<file path="config.mk">
export PLATFORM = sky130hd
export DESIGN_NAME = vidc_queue
export DESIGN_NICKNAME = d
export VERILOG_FILES = /design/src/rtl/core/assert_macros.svh /design/src/rtl/core/vidc_pkg.sv /design/src/rtl/core/vidc_queue.sv
export SDC_FILE = /design/constraint.sdc
export NUM_CORES = 1
export LEC_CHECK = 0
export BUFFER_PORTS_ARGS = -buffer_cell sky130_fd_sc_hd__buf_2
export CORE_ASPECT_RATIO = 1.4
export CORE_MARGIN = 3
export CORE_UTILIZATION = 52
export CTS_CLUSTER_SIZE = 10
export DETAILED_ROUTE_END_ITERATION = 10
export GPL_ROUTABILITY_DRIVEN = 0
export PLACE_DENSITY = 0.79
export SETUP_SLACK_MARGIN = 0.05
export SYNTH_ARGS = -nofsm -noshare
export SYNTH_HDL_FRONTEND = slang
export SYNTH_SLANG_ARGS = --single-unit
export TNS_END_PERCENT = 30
</file>
<file path="constraint.sdc">
create_clock -name clk_i -period 4.1 [get_ports clk_i]
set_clock_uncertainty 0.05 [all_clocks]
set_input_delay 1.23 -clock clk_i [delete_from_list [all_inputs] [get_ports clk_i]]
set_output_delay 1.23 -clock clk_i [all_outputs]
set_load 0.03 [all_outputs]
</file>
<file path="src/rtl/core/assert_macros.svh">
// assertion macros used by the top rtl file
`ifndef ASSERT_MACROS_SVH
`define ASSERT_MACROS_SVH

// same-cycle implication, disabled while reset is asserted
`define VIDC_ASSERT_IMP(lbl, clk, rstn, ante, cons) \
  lbl: assert property (@(posedge clk) disable iff (!rstn) (ante) |-> (cons)) \
    else $error("same-cycle check failed");

// next-cycle implication, disabled while reset is asserted
`define VIDC_ASSERT_NXT(lbl, clk, rstn, ante, cons) \
  lbl: assert property (@(posedge clk) disable iff (!rstn) (ante) |=> (cons)) \
    else $error("next-cycle check failed");

`endif

</file>
<file path="src/rtl/core/vidc_pkg.sv">
// types, constants and codes of the vertex id compaction block
`timescale 1ns / 1ps
`default_nettype none
package vidc_pkg;

  localparam int unsigned RAW_ID_SPACE = 65536;
  localparam int unsigned MAX_VERTICES = 65536;
  localparam int unsigned DEGREE_BITS  = 32;

  localparam int unsigned RAW_BITS = $clog2(RAW_ID_SPACE);
  localparam int unsigned VID_BITS = $clog2(MAX_VERTICES);
  localparam int unsigned CNT_BITS = VID_BITS + 1;

  localparam logic [DEGREE_BITS-1:0] DEG_MAX = '1;

  // result kinds
  localparam logic [1:0] KIND_FWD  = 2'd0;
  localparam logic [1:0] KIND_REV  = 2'd1;
  localparam logic [1:0] KIND_READ = 2'd2;

  typedef enum logic [1:0] {
    OP_EDGE     = 2'd0,
    OP_READ     = 2'd1,
    OP_DROP     = 2'd2,
    OP_READ_ERR = 2'd3
  } op_e;

  typedef struct packed {
    logic        action;
    logic [31:0] src_raw_id;
    logic [31:0] dst_raw_id;
    logic [15:0] read_index;
  } item_t;

  typedef struct packed {
    logic [1:0]  kind;
    logic [31:0] first_word;
    logic [31:0] second_word;
    logic [31:0] degree_value;
    logic [16:0] vertex_count;
    logic        error;
    logic        last;
  } result_t;

  // classified item as it waits between front and back
  typedef struct packed {
    op_e                 op;
    logic [RAW_BITS-1:0] src;
    logic [RAW_BITS-1:0] dst;
    logic                same;
    logic [VID_BITS-1:0] ridx;
  } entry_t;

  typedef struct packed {
    logic clearing;
  } bk_stat_t;

endpackage
`default_nettype wire

</file>
<file path="src/rtl/core/vidc_queue.sv">
// two-entry queue between front and back
`timescale 1ns / 1ps
`default_nettype none
module vidc_queue (
  input  logic             clk_i,
  input  logic             rst_ni,
  input  logic             push_i,
  input  vidc_pkg::entry_t entry_i,
  input  logic             pop_i,
  output vidc_pkg::entry_t head_o,
  output logic             full_o,
  output logic             empty_o
);
  import vidc_pkg::*;

  entry_t     slot_q [2];
  logic       wr_ptr_q, wr_ptr_d;
  logic       rd_ptr_q, rd_ptr_d;
  logic [1:0] cnt_q, cnt_d;

  assign head_o  = slot_q[rd_ptr_q];
  assign full_o  = cnt_q == 2'd2;
  assign empty_o = cnt_q == 2'd0;

  always_comb begin
    wr_ptr_d = push_i ? ~wr_ptr_q : wr_ptr_q;
    rd_ptr_d = pop_i ? ~rd_ptr_q : rd_ptr_q;
    cnt_d    = cnt_q + 2'(push_i) - 2'(pop_i);
  end

  always_ff @(posedge clk_i or negedge rst_ni) begin
    if (!rst_ni) begin
      wr_ptr_q <= 1'b0;
      rd_ptr_q <= 1'b0;
      cnt_q    <= 2'd0;
    end else begin
      wr_ptr_q <= wr_ptr_d;
      rd_ptr_q <= rd_ptr_d;
      cnt_q    <= cnt_d;
    end
  end

  always_ff @(posedge clk_i) begin
    if (push_i) begin
      slot_q[wr_ptr_q] <= entry_i;
    end
  end

endmodule
`default_nettype wire

</file>
Yosys cells after proc, flatten, opt, wreduce, memory -nomap -nowiden

Memory sizes are Yosys's and may differ from the RTL's.
Cells that the tools add are included.

Output and inout port bits: 53
Logic and storage cells: 12
Memory bits (writable): 102
Input port bits: 55
Flip-flop bits (word level): 4
Memories: 1

Memories:

| name   | depth | width | rd ports | clocked after memory_dff | write ports | line             | text |
|---|---|---|---|---|---|---|---|
| slot_q | 2     | 51    | 1        | 0                        | 1           | vidc_queue.sv:16 | `entry_t slot_q [2];` |

Reductions and logical operators: 1
Mux-type cells: 2
$add $sub $neg: 2
Equal/unequal tests: 1
Bitwise operators: 2

Operators by type and width:

| operator                                    | count |
|---|---|
| 2-bit by 1-bit adder with 2-bit output      | 1 |
| 2-bit == test, second input constant        | 1 |
| 2-bit zero test                             | 1 |
| 1-bit 2-to-1 mux                            | 2 |
| 1-bit inverter                              | 2 |
| 2-bit by 1-bit subtractor with 2-bit output | 1 |

Depth between registers and ports, before layout

Depth in word-level cells: 2
Mapped depth: 5
Mapped depth without buffers: 5

Worst setup path before layout

OpenSTA, ideal clock, no wires.

Kind: in2reg
From: input push_i
To: memory slot_q[0][0] (netlist name), enable pin
Required time: 3584 ps
Setup time: 466 ps
Arrival: 3489 ps
Path slack: 95 ps
Path buffers: 0
Stages on the path: 1
Path through: nor2b_1

Word-level cells in the longest chain between the ends: 2

Ends and longest elaborated chain:

| item                                   | line             | text |
|---|---|---|
| start, declared                        | vidc_queue.sv:7  | `input logic push_i,` |
| 1-bit 2-to-1 mux                       | vidc_queue.sv:44 | `if (push_i) begin` |
| 1-bit 2-to-1 mux (not written as such) | vidc_queue.sv:45 | `slot_q[wr_ptr_q] <= entry_i;` |
| end, declared                          | vidc_queue.sv:16 |  |

No other way between the ends.

==> qor.txt <==
Syn Area/Cell: 23.7 um2
Setup WS pre-CTS: 1150 ps
Clock Power Share: 0.173
Worst Slack Setup Final: 775 ps
Via/cell ratio: 4.98
Resized Gates After CTS: 0
Post-route ant nets: 0
CP Data Required Time: 2820 ps
IO Port Bufs: 107
Global-route wire length before repair: 10400 um
Logic pwr share: 0.383
Pins over their slew limit: 0
Num CTS Buffers: 9
Register area share after synthesis: 0.766
Slew HR: 0.515
Worst-Margin Slew: 726 ps
Initial core utilization: 0.547
Final Util: 0.654
Crit Path Max Fanout: 31
WP data arrival: 2050 ps
Cell area after synthesis: 4130 um2
Core footprint: 7550 um2
DRC violations left: 0
Multi-input logic area: 856 um2
Hold Buf Count CTS: 0
Routed vias: 1959
Post-synth top area share: 0.742
Leakage: 0.00202 uW
Die Wd: 81.3 um
Syn Nets: 231
Run status: complete, no violations
Internal Pwr Total: 2310 uW
Fillers: 548
Clock sink count: 106
# IOs: 108
Initial antenna violation count: 1
Most frequent cells in the layout: buf_2, edfxtp_1, mux2_4
Initial DRC Count: 68
Number of H-tree levels: 3
Die Height: 111 um
Sw power: 1270 uW
Post-synthesis cell type count: 13
Worst Setup End Kind: primary output
Gr ovfl total: 0
Net Sw Frac: 0.354
Synth warn: 0
Drt first pass iters: 4
Hpwl dp: 4480 um
Critical setup path kind: reg2out
Fin crit share: 0.811
Share of layout cells above drive strength 1: 0.614
Crit start category: flip-flop
Commonest non-fill, non-tap cell in the layout: buf_2
Final Setup Violations: 0
Period minus WS final: 3330 ps
Root Buffer: clkbuf_8
Maximum VDD drop: 0.000571 V
RSZ-0062 raised after global routing: no
Max-Cap Viols: 0
WL per Instance: 16.4 um
Total power: 3570 uW
Synthesized flop and latch total: 106
Largest net degree at the start of global routing: 43
Cell Rows: 37
Area Overhead vs Synth: 19.5%
HP Class: reg2reg
Power Density: 724 nW/um2
Syn Inst Count: 174
Clock Latency Late Sink: 350 ps
Post-synth top area cell: edfxtp_1
TNS Setup: 0 ps
Postcts setup bufs: 0
Max Buffers Root-to-Sink: 2
Fmax: 0.301 GHz
Die ar.: 9060 um2
CTS tree: built
Seq pwr share: 0.444
Seq. cell area: 3170 um2
Count of nets after finishing: 347
Final wirelength: 6460 um
Synth area leaders: edfxtp_1, mux2_4, buf_12, dfrtp_1, ha_1
CTS clock-pin slew for the worst setup and hold paths: 90 ps
Final hold vios: 0
Gr usage total: 0.157
Vias in the first global route: 2076
per-stage QoR:
step                      area [um2]  hold slack (ps)  std cells
after floorplan                 4130              405        174
after global placement          4730              474        376
after detailed placement        4730              500        376
after CTS                       4930              512        392
after global routing            4930              551        392
final                           4930              504        393
power by group through the flow:
stage	registers, uW	clock network, uW	logic, uW
after floorplan	1520	0	1230
after global placement	1600	0	1370
after detailed placement	1620	0	1380
after CTS	1590	640	1390
after global routing	1620	682	1440
final	1580	619	1370
path summary, 6_finish.rpt:
path                                from             to  slack (ps)  cells past startpoint
min in group asynchronous         rst_ni       cnt_q[0]         610                      1
worst min register to register  wr_ptr_q       wr_ptr_q         500                      1
worst min-delay path            wr_ptr_q       wr_ptr_q         500                      1
worst max register to register  wr_ptr_q  slot_q[1][14]        2410                      2
worst max-delay path            rd_ptr_q      head_o[6]         770                      3
max in group asynchronous         rst_ni       rd_ptr_q        3250                      1
registers in the layout, summed over array words and instances (netlist names):
register / cells
wr_ptr_q: 1
rd_ptr_q: 1
slot_q: 102
cnt_q: 2
worst max-delay path, cell delays in order, from the launching register on:
cell	delay, ps
dfrtp_4	820
buf_4	350
mux2_4	330
buf_2	180
logic make-up (layout without fill, tap and decap cells):
| kind of cell | count (synthesis) | count (layout) | share of synthesized area |
|---|---|---|---|
| xor gates and xnor gates | 3 | 3 | 0.0100 |
| adders and majority gates | 2 | 2 | 0.00606 |
| buffers and inverters | 8 | 129 | 0.0288 |
| DFF | 106 | 106 | 0.766 |
| muxes | 51 | 51 | 0.184 |
| other | 0 | 1 | 0 |
| and+or+nand+nor | 4 | 4 | 0.00545 |
synth_stat cells:
master and number:
edfxtp_1 102, mux2_4 49, buf_12 5, dfrtp_1 4, ha_1 2, inv_1 2, mux2_2 2, nor2b_1 2
xor2_1 2, and2_1 1, buf_6 1, nor2_1 1, xor3_1 1
metal layers:
layer	track usage	wire length (um)
met2	0.261	3540
met5	0	0
met4	0.0879	202
met3	0.0502	449
met1	0.171	2260
cell type report:
type,count,share of cell area
timing repair buffer,111,0.117
clock buffer,9,0.0251
sequential,106,0.642
antenna,1,0.000507
clock inverter,7,0.0155
multi-input combinational,60,0.174
tap,97,0.0246
inverter,2,0.00152
Power figures use the tool's default switching activity.
