==> src/rtl/core/assert_macros.svh <==
// assertion macros used by the top rtl file
`ifndef ASSERT_MACROS_SVH
`define ASSERT_MACROS_SVH

// same-cycle implication, disabled while reset is asserted
`define VIDC_ASSERT_IMP(lbl, clk, rstn, ante, cons) \
  lbl: assert property (@(posedge clk) disable iff (!rstn) (ante) |-> (cons)) \
    else $error("same-cycle check failed");

// next-cycle implication, disabled while reset is asserted
`define VIDC_ASSERT_NXT(lbl, clk, rstn, ante, cons) \
  lbl: assert property (@(posedge clk) disable iff (!rstn) (ante) |=> (cons)) \
    else $error("next-cycle check failed");

`endif

==> src/rtl/core/vidc_pkg.sv <==
// types, constants and codes of the vertex id compaction block
`timescale 1ns / 1ps
`default_nettype none
package vidc_pkg;

  localparam int unsigned RAW_ID_SPACE = 65536;
  localparam int unsigned MAX_VERTICES = 65536;
  localparam int unsigned DEGREE_BITS  = 32;

  localparam int unsigned RAW_BITS = $clog2(RAW_ID_SPACE);
  localparam int unsigned VID_BITS = $clog2(MAX_VERTICES);
  localparam int unsigned CNT_BITS = VID_BITS + 1;

  localparam logic [DEGREE_BITS-1:0] DEG_MAX = '1;

  // result kinds
  localparam logic [1:0] KIND_FWD  = 2'd0;
  localparam logic [1:0] KIND_REV  = 2'd1;
  localparam logic [1:0] KIND_READ = 2'd2;

  typedef enum logic [1:0] {
    OP_EDGE     = 2'd0,
    OP_READ     = 2'd1,
    OP_DROP     = 2'd2,
    OP_READ_ERR = 2'd3
  } op_e;

  typedef struct packed {
    logic        action;
    logic [31:0] src_raw_id;
    logic [31:0] dst_raw_id;
    logic [15:0] read_index;
  } item_t;

  typedef struct packed {
    logic [1:0]  kind;
    logic [31:0] first_word;
    logic [31:0] second_word;
    logic [31:0] degree_value;
    logic [16:0] vertex_count;
    logic        error;
    logic        last;
  } result_t;

  // classified item as it waits between front and back
  typedef struct packed {
    op_e                 op;
    logic [RAW_BITS-1:0] src;
    logic [RAW_BITS-1:0] dst;
    logic                same;
    logic [VID_BITS-1:0] ridx;
  } entry_t;

  typedef struct packed {
    logic clearing;
  } bk_stat_t;

endpackage
`default_nettype wire

==> src/rtl/core/vidc_front.sv <==
// front end: accepts items, checks ranges and sorts them into operations
`timescale 1ns / 1ps
`default_nettype none
module vidc_front (
  input  logic              start,
  input  vidc_pkg::item_t   item_i,
  input  vidc_pkg::bk_stat_t bk_stat_i,
  input  logic              q_full_i,
  output logic              busy,
  output logic              push_o,
  output vidc_pkg::entry_t  entry_o
);
  import vidc_pkg::*;

  logic src_oob;
  logic dst_oob;
  logic ridx_oob;

  assign busy   = q_full_i | bk_stat_i.clearing;
  assign push_o = start & ~busy;

  always_comb begin
    src_oob  = 33'(item_i.src_raw_id) >= 33'(RAW_ID_SPACE);
    dst_oob  = 33'(item_i.dst_raw_id) >= 33'(RAW_ID_SPACE);
    ridx_oob = 33'(item_i.read_index) >= 33'(MAX_VERTICES);

    entry_o.src  = item_i.src_raw_id[RAW_BITS-1:0];
    entry_o.dst  = item_i.dst_raw_id[RAW_BITS-1:0];
    entry_o.same = item_i.src_raw_id == item_i.dst_raw_id;
    entry_o.ridx = VID_BITS'(item_i.read_index);

    if (item_i.action) begin
      entry_o.op = ridx_oob ? OP_READ_ERR : OP_READ;
    end else begin
      entry_o.op = (src_oob | dst_oob) ? OP_DROP : OP_EDGE;
    end
  end

endmodule
`default_nettype wire

==> config.mk <==
export PLATFORM = sky130hd
export DESIGN_NAME = vidc_front
export DESIGN_NICKNAME = d
export VERILOG_FILES = /design/src/rtl/core/assert_macros.svh /design/src/rtl/core/vidc_pkg.sv /design/src/rtl/core/vidc_front.sv
export SDC_FILE = /design/constraint.sdc
export NUM_CORES = 1
export LEC_CHECK = 0
export BUFFER_PORTS_ARGS = -buffer_cell sky130_fd_sc_hd__buf_4
export CELL_PAD_IN_SITES_DETAIL_PLACEMENT = 0
export CELL_PAD_IN_SITES_GLOBAL_PLACEMENT = 1
export CORE_MARGIN = 2
export CORE_UTILIZATION = 15
export DETAILED_ROUTE_END_ITERATION = 7
export MAX_ROUTING_LAYER = met4
export PLACE_DENSITY = 0.84
export RECOVER_POWER = 25
export SYNTH_ARGS = -nofsm -noshare
export SYNTH_HDL_FRONTEND = slang
export SYNTH_SLANG_ARGS = --single-unit
==> constraint.sdc <==
create_clock -name vclk -period 0.8
set_input_delay 0.04 -clock vclk [all_inputs]
set_output_delay 0.04 -clock vclk [all_outputs]
set_load 0.02 [all_outputs]
# After elaboration in Yosys (flattened, before gate mapping)
# Index checks and enable logic that the tools add are counted.
dict set report totals {
  elab_cells 9
  ff_bits 0
  in_bits 84
}
dict set report classes {
  n_mux 2
  order_cmp 2
  bitwise_logic 4
  n_eq_ne 1
}
# operator count
set op_table {}
lappend op_table {{32-bit by 17-bit >= comparator with 1-bit output, second input constant} 2}
lappend op_table {{32-bit equality test} 1}
lappend op_table {{2-bit 2-to-1 mux} 2}
lappend op_table {{1-bit bitwise OR} 2}
lappend op_table {{1-bit AND} 1}
lappend op_table {{1-bit NOT} 1}

# Logic depth before layout (Yosys ltp)
# Gate-level depths: netlist of run 1.
dict set report logic_depth {
  word_depth 4
  depth_mapped 4
  depth_no_buf 4
}

# Worst setup path after synthesis of run 1
# OpenSTA, ideal clock, no wires.
dict set report synth_timing {
  path_type {input-to-output}
  startpoint {input item_i[75] in the netlist's numbering}
  endpoint {output entry_o[16] in the netlist's numbering}
  n_path_buf 0
  required_time_ps 760
  stages 4
  path_slack_ps -95
  t_arrival_ps 855
  cell_sequence {xor2_1 nor4_1 nand4_1 nor2_1}
}
# item line_no
set synth_rtl {}
lappend synth_rtl {{start, declared} vidc_front.sv:6} ;# input vidc_pkg::item_t item_i,
lappend synth_rtl {{end, declared} vidc_front.sv:11} ;# output vidc_pkg::entry_t entry_o

==> impl_metrics.csv, run 1 <==
group,metric,value,unit
global_route,grt_pass1_vias,919,
timing,finalSetupViolCount,2,
die,core,5140,sq um
synthesis,synth_warnings,0,
critical_path,cp-end-kind,"primary output",
die,ioPinCount,137,
pwr,p_leak,0.728,nW
die,start_util,15.7,%
die,die_h,77.2,um
finish,nClkBuffers,0,
finish,layout.nets,257,
global_route,use_met1,10.1,%
timing,hold_violations,0,
timing,max_freq,839,MHz
global_route,grt_use_met3,0.941,%
placement,place.gp.congestion,0.663,
synthesis,ys_types,8,
timing,drv_slew,0,
synthesis,synth_cells,107,
clocking,cts_hold_buf,0,
routing,wl_per_cell,11.4,um
synthesis,synth-compound-area-share,0,%
clocking,post_cts_buffers,0,
pwr,finalPower,0.834,mW
critical_path,setup.worst_path.start_class,"input pin",
synthesis,synth.net_count,191,
finish,postLayoutCoreUtil,29.1,%
global_route,busiest_layer,"met2",
pwr,ir_worst_vdd,0.000166,V
placement,post_dp_cell_area,1400,sq um
flow_run,drv_cap,0,
routing,drc_errors,0,
synthesis,ys_seq_area_share,0,%
finish,drive_above_1_share,71.3,%
synthesis,synth_mux_area_share,0,%
critical_path,critPathArrivalTime,1.15,ns
placement,hpwl,2480,um
routing,drt_wl_total,2740,um
synthesis,synthTopCellsByArea,"buf_4 (46%), xor2_1 (35%), nor4_1 (12%)",
synthesis,synthSimpleGateAreaFrac,19.0,%
pwr,powerDensity,558,nW/um^2
synthesis,yosysTopAreaCellShare,45.7,%
timing,tightest_slew,0.289,ns
synthesis,syn_avg_cell_area,7.52,sq um
timing,whs,0.0800,ns
die,die_w,77.2,um
routing,drt_iter0_markers,8,
worst_hold_path,hold_path.class,"input pin to primary output",
critical_path,crit_fanout,2,
finish,seq_cells,0,
synthesis,yosys.area_share.adder,0,%
synthesis,syn_area,805,sq um
placement,place_ws,-0.437,ns
timing,setup_slack,-0.392,ns
routing,antenna_left,0,
finish,n_antenna_cell,0,
timing,rsz0062_at_grt,"true",
die,std_cell_rows,26,
finish,finish.instance_area,1490,sq um
outcome,violations,"negative setup slack",
die,dieArea,5970,sq um
finish,fillers,572,
timing,slew_headroom,80.6,%
synthesis,synth_xor_area_share,34.8,%
global_route,grt_pass1_wl,4220,um
synthesis,synth.largest_area_cell,"buf_4",
global_route,met2_usage,17.3,%
routing,via_per_inst,3.59,
timing,layout_min_cycle_time,1.19,ns
global_route,grt_max_degree,3,
outcome,status,"finished with violations",
global_route,antenna_found_initial,0,
timing,min_period_over_period,149,%
global_route,grt_overflow_total,0,
placement,port_buffers,105,
global_route,gr-usage-all-layers,8.84,%
critical_path,cp.required,0.76,ns
critical_path,path_class,"input pin to primary output",
routing,first_pass_iters,4,
routing,num_vias,864,
finish,area_delta_synth_final,85.7,%
finish,register_area,0,sq um
synthesis,synth_top_family_by_area,"buffers and inverters",
==> cells in the mapped netlist <==
| library cell | n |
|---|---|
| buf_4 | 49 |
| inv_1 | 1 |
| nand4_1 | 4 |
| nor2_1 | 4 |
| nor4_1 | 15 |
| nor4_2 | 1 |
| or2_2 | 1 |
| xor2_1 | 32 |
==> per-stage QoR <==
step / std cells / setup TNS, ns
after floorplan: 107 / -0.0300
after global placement: 243 / -0.890
after detailed placement: 243 / -0.840
after CTS: 241 / -0.613
after global routing: 241 / -0.766
final: 241 / -0.580
==> cell usage in the layout, fill, tap and decap left out <==
cell and instances:
buf_4 101, buf_6 11, buf_8 1, inv_1 1
nand4_1 4, nor2_1 3, nor2_4 1, nor4_1 10
nor4_2 3, nor4_4 3, or2_2 1, xor2_1 31
xor2_2 1
==> what timing repair did <==
| action | CTS | global route |
|---|---|---|
| setup endpoints to repair | 2 | 2 |
| gates resized for setup | 19 | 3 |
| pin swaps | 9 | 4 |
==> report_power, final <==
| part | internal, mW | switching [mW] | total, mW |
|---|---|---|---|
| clock | 0 | 0 | 0 |
| sequential | 0 | 0 | 0 |
| combinational | 0.462 | 0.372 | 0.834 |
==> critical path, stage by stage <==
cell	delay (ns)
buf_6	0.09
xor2_1	0.15
nor4_1	0.30
buf_4	0.15
nand4_1	0.15
nor2_4	0.14
buf_6	0.12
==> final timing paths <==
check	startpoint	end	cells after the start
worst max-delay path	item_i[30]	entry_o[16]	7
worst min-delay path	item_i[13]	entry_o[13]	0
==> metal layers <==
metal / part of all wire (%) / vias to the layer above
met3: 7.2 / 2
met5: 0 / -
met4: 0.22 / 0
li1: - / 441
met1: 38 / 377
met2: 54 / 44
==> cell families (layout without fill, tap and decap cells) <==
family | after synthesis | after routing
xor+xnor | 32 | 32
buf+inv | 50 | 114
simple gates | 25 | 25
==> cell type report <==
cell class	instances	area [sq um]	area share [%]
Timing Repair Buffer	113	897	60.1
Multi-Input combinational cell	57	505	33.8
Tap cell	70	87.6	5.86
Inverter	1	3.75	0.251
Power figures use the tool's default switching activity.
==> run 2, diff against run 1 <==
==> constraint.sdc (replaced) <==
create_clock -name vclk -period 0.8
set_input_delay 0.16 -clock vclk [all_inputs]
set_output_delay 0.16 -clock vclk [all_outputs]
set_load 0.02 [all_outputs]
==> impl_metrics.csv, run 2 (synthesis gave the netlist of run 1 again) <==
group,metric,value,unit
outcome,status,"finished with violations",
outcome,violations,"negative setup slack",
critical_path,critPathBufInv,3,
timing,tightest_slew,0.288,ns
global_route,antenna_found_initial,0,
critical_path,crit_path_cell_trace,"buf_6 > xor2_2 > nor4_2 > buf_4 > nand4_1 > nor2_4 > buf_6",
die,start_util,15.7,%
pwr,finalPower,0.865,mW
global_route,grt_max_degree,3,
routing,wl_per_cell,11.0,um
timing,setup_slack,-0.613,ns
placement,hpwl,2360,um
finish,finish.instance_area,1560,sq um
placement,place.gp.congestion,0.769,
critical_path,cp.required,0.64,ns
critical_path,crit_fanout,2,
pwr,p_leak,0.740,nW
finish,final_common_cell,"buf_4",
timing,layout_min_cycle_time,1.41,ns
critical_path,critPathArrivalTime,1.25,ns
critical_path,setup.worst_path.start_class,"input pin",
timing,min_period_over_period,177,%
die,die_w,77.2,um
timing,drv_slew,0,
routing,first_pass_iters,4,
routing,antenna_left,0,
finish,n_antenna_cell,0,
timing,hold_violations,0,
die,die_h,77.2,um
placement,port_buffers,105,
finish,area_delta_synth_final,94.1,%
routing,num_vias,907,
critical_path,cp-end-kind,"primary output",
critical_path,crit_top_cell,"buf_6",
routing,met2_length,1460,um
routing,m1WireLength,968,um
routing,drt_iter0_markers,12,
global_route,gr-usage-all-layers,8.42,%
finish,final_cell_mix,"buf_4 (98), xor2_1 (31), buf_6 (16)",
die,dieArea,5970,sq um
critical_path,slowest_stage,"nor4_2",
routing,via_per_inst,3.75,
pwr,powerDensity,554,nW/um^2
critical_path,path_class,"input pin to primary output",
global_route,grt_pass1_wl,4080,um
die,std_cell_rows,26,
routing,drt_wl_total,2660,um
worst_hold_path,hold_path.class,"input pin to primary output",
finish,register_area,0,sq um
clocking,post_cts_buffers,0,
finish,drive_above_1_share,75.6,%
die,ioPinCount,137,
die,core,5140,sq um
flow_run,drv_cap,0,
routing,top_layer,"met4",
timing,slew_headroom,80.6,%
timing,max_freq,708,MHz
routing,met3WireLength,210,um
timing,finalSetupViolCount,3,
finish,seq_cells,0,
placement,post_dp_cell_area,1430,sq um
clocking,cts_hold_buf,0,
finish,nClkBuffers,0,
critical_path,crit_path_max_incr_delay,0.31,ns
pwr,ir_worst_vdd,0.000197,V
critical_path,crit_family,"simple AND/OR/NAND/NOR gates",
finish,layout.nets,258,
global_route,grt_pass1_vias,900,
routing,drc_errors,0,
global_route,grt_overflow_total,0,
timing,rsz0062_at_grt,"true",
run 2: cell count changes in the layout (fill, tap and decap cells not counted), sizes merged:
cell,change
buf,+1
run 2: metal layers:
metal | track usage [%] | up-vias
met5 | - | -
met4 | 1.61 | 0
met3 | 0.706 | 4
met2 | 15.4 | 47
met1 | 10.1 | 412
li1 | - | 444
run 2: power breakdown:
part	internal, mW	total, mW	leakage, nW	switching, mW
Clock	0	0	0	0
Combinational	0.477	0.865	0.740	0.388
Sequential	0	0	0	0
Total	0.477	0.865	0.740	0.388
run 2: path summary, 6_finish.rpt:
path          end  depth (start not counted)        from  slack, ns
max   entry_o[16]                          7  item_i[55]      -0.61
min   entry_o[10]                          0  item_i[10]       0.32
run 2: final cells by class:
type	count	area, sq um
fill	568	3580
inverter	1	3.75
multi-input combinational	57	554
tap	70	87.6
timing repair buffer	114	916
run 2: through the flow:
stage | hold slack (ns) | TNS (ns) | util (%) | setup WS [ns] | instances
2_1_floorplan | 0.363 | -0.347 | - | -0.270 | 107
3_3_place_gp | 0.320 | -1.51 | 27.9 | -0.806 | 242
3_5_place_dp | 0.320 | -1.50 | 27.9 | -0.790 | 242
4_1_cts | 0.320 | -1.14 | 30.0 | -0.649 | 242
5_1_grt | 0.320 | -1.32 | 30.4 | -0.693 | 242
6_report | 0.320 | -1.14 | 30.4 | -0.613 | 242
run 2: timing repair:
item | CTS | global route
resized for setup | 22 | 4
pin swaps | 13 | 5
setup endpoints to repair | 4 | 4
==> run 3, diff against run 2 <==
CORE_UTILIZATION = 18   (was 15)
PLACE_DENSITY = 0.94   (was 0.84)
clock period = 1.8 ns   (was 0.8 ns; I/O delays follow)
==> impl_metrics.csv, run 3 (synthesis gave the netlist of run 1 again) <==
group,metric,value,unit
outcome,status,"finished, final reports clean",
die,die_w,70.9,um
global_route,grt_pass1_vias,801,
finish,layoutNonFillerInstCount,217,
timing,drv_slew,0,
die,core,4320,sq um
pwr,netSwitchingFraction,45.2,%
pwr,ir_worst_vdd,0.0000609,V
die,ioPinCount,137,
pwr,powerDensity,256,nW/um^2
finish,n_antenna_cell,0,
finish,layout.nets,251,
die,start_util,18.6,%
placement,hpwl,2270,um
worst_hold_path,min_from,"item_i[11]",
routing,drt_wl_total,2520,um
routing,drt_iter0_markers,11,
finish,final_common_cell,"buf_4",
clocking,post_cts_buffers,0,
finish,nClkBuffers,0,
critical_path,crit_fanout,2,
routing,num_vias,847,
critical_path,setup.worst_path.start_class,"input pin",
timing,layout_min_cycle_time,1.77,ns
timing,finalSetupViolCount,0,
timing,tightest_slew,0.421,ns
timing,max_freq,566,MHz
routing,wl_per_cell,11.6,um
global_route,gr-usage-all-layers,8.42,%
finish,final_cell_mix,"buf_4 (103), xor2_1 (31), nor4_1 (12)",
global_route,grt_max_degree,3,
global_route,antenna_found_initial,0,
critical_path,critPathArrivalTime,1.41,ns
worst_hold_path,hold_path.class,"input pin to primary output",
pwr,power_frac_seq,0,%
finish,drive_above_1_share,68.5,%
global_route,grt_pass1_wl,3460,um
finish,seq_cells,0,
flow_run,drv_cap,0,
timing,hold_violations,0,
timing,min_period_over_period,98.1,%
finish,area_delta_synth_final,67.3,%
finish,register_area,0,sq um
global_route,grt_overflow_total,0,
pwr,combPwrFrac,100.0,%
timing,rsz0062_at_grt,"true",
pwr,finalPower,0.345,mW
die,dieArea,5020,sq um
worst_hold_path,hold_depth,0,
placement,place.gp.congestion,0.785,
routing,drc_errors,0,
placement,port_buffers,105,
timing,slew_headroom,71.7,%
clocking,cts_hold_buf,0,
critical_path,path_class,"input pin to primary output",
placement,placed_cells,218,
routing,first_pass_iters,3,
pwr,clockPowerShare,0,%
critical_path,cp-end-kind,"primary output",
routing,via_per_inst,3.90,
pwr,p_leak,0.681,nW
die,std_cell_rows,24,
routing,antenna_left,0,
worst_hold_path,worst_hold_path.endpoint,"entry_o[11]",
pwr,switching_power,0.156,mW
critical_path,cp.required,1.44,ns
die,die_h,70.9,um
pwr,power.internal,0.189,mW
-- run 3: cell count changes in the layout (fill, tap and decap cells not counted) --
cell / delta
nor2_4: -2
or2_2: +1
nor2_1: +4
buf_4: +5
nor4_1: +6
or2_4: -1
nor4_2: -2
buf_6: -12
nor4_4: -4
nor2_2: -2
-- run 3: repair_timing --
item / CTS / global route
pin swaps: 6 / 3
hold endpoints to repair: 0 / 0
endpoints found under the setup margin: 1 / 2
gates resized for setup: 4 / 4
cloned: 0 / 0
-- run 3: worst max path at each step --
stage / slack (ns) / cells after the start / endpoint / from
global placement: -0.08 / 7 / entry_o[16] / item_i[78]
finish: 0.03 / 7 / entry_o[16] / item_i[62]
global route: -0.1 / 6 / entry_o[16] / item_i[70]
floorplan: 0.27 / 4 / entry_o[16] / item_i[75]
CTS: -0.04 / 7 / entry_o[16] / item_i[62]
detailed placement: -0.08 / 7 / entry_o[16] / item_i[78]
-- run 3: cell type report --
| cell class | instances | area [sq um] |
|---|---|---|
| fillers | 488 | 2980 |
| inverters | 1 | 3.75 |
| multi-input cells | 57 | 459 |
| well taps | 52 | 65.1 |
| repair buffers | 107 | 818 |
-- run 3: routing by layer --
| metal | up-vias | share of wire (%) | track usage (%) |
|---|---|---|---|
| met5 | - | 0 | - |
| met2 | 49 | 55 | 15.8 |
| li1 | 429 | - | - |
| met1 | 365 | 34 | 9.57 |
| met3 | 4 | 10 | 1.57 |
| met4 | 0 | 0.99 | 0.839 |
-- run 3: power by group through the flow --
stage	clock network [mW]	logic, mW	registers, mW
2_1_floorplan	0	0.222	0
3_3_place_gp	0	0.337	0
3_5_place_dp	0	0.338	0
4_1_cts	0	0.343	0
5_1_grt	0	0.371	0
6_report	0	0.345	0
-- run 3: per-stage QoR --
step           setup TNS [ns]  hold slack, ns  area (sq um)  setup slack [ns]  utilization, %
6_report                    0           0.720          1350            0.0339            31.1
5_1_grt                -0.103           0.720          1350           -0.0992            31.1
4_1_cts               -0.0353           0.720          1320           -0.0353            30.6
3_5_place_dp          -0.0805           0.720          1310           -0.0805            30.4
3_3_place_gp          -0.0810           0.720          1310           -0.0810            30.4
2_1_floorplan               0           0.800           805             0.265               -
-- run 3: critical path, stage by stage --
cell and delay [ns]:
buf_6 0.10, xor2_1 0.16, nor4_2 0.27, buf_4 0.14
nand4_1 0.10, nor2_1 0.12, buf_4 0.15
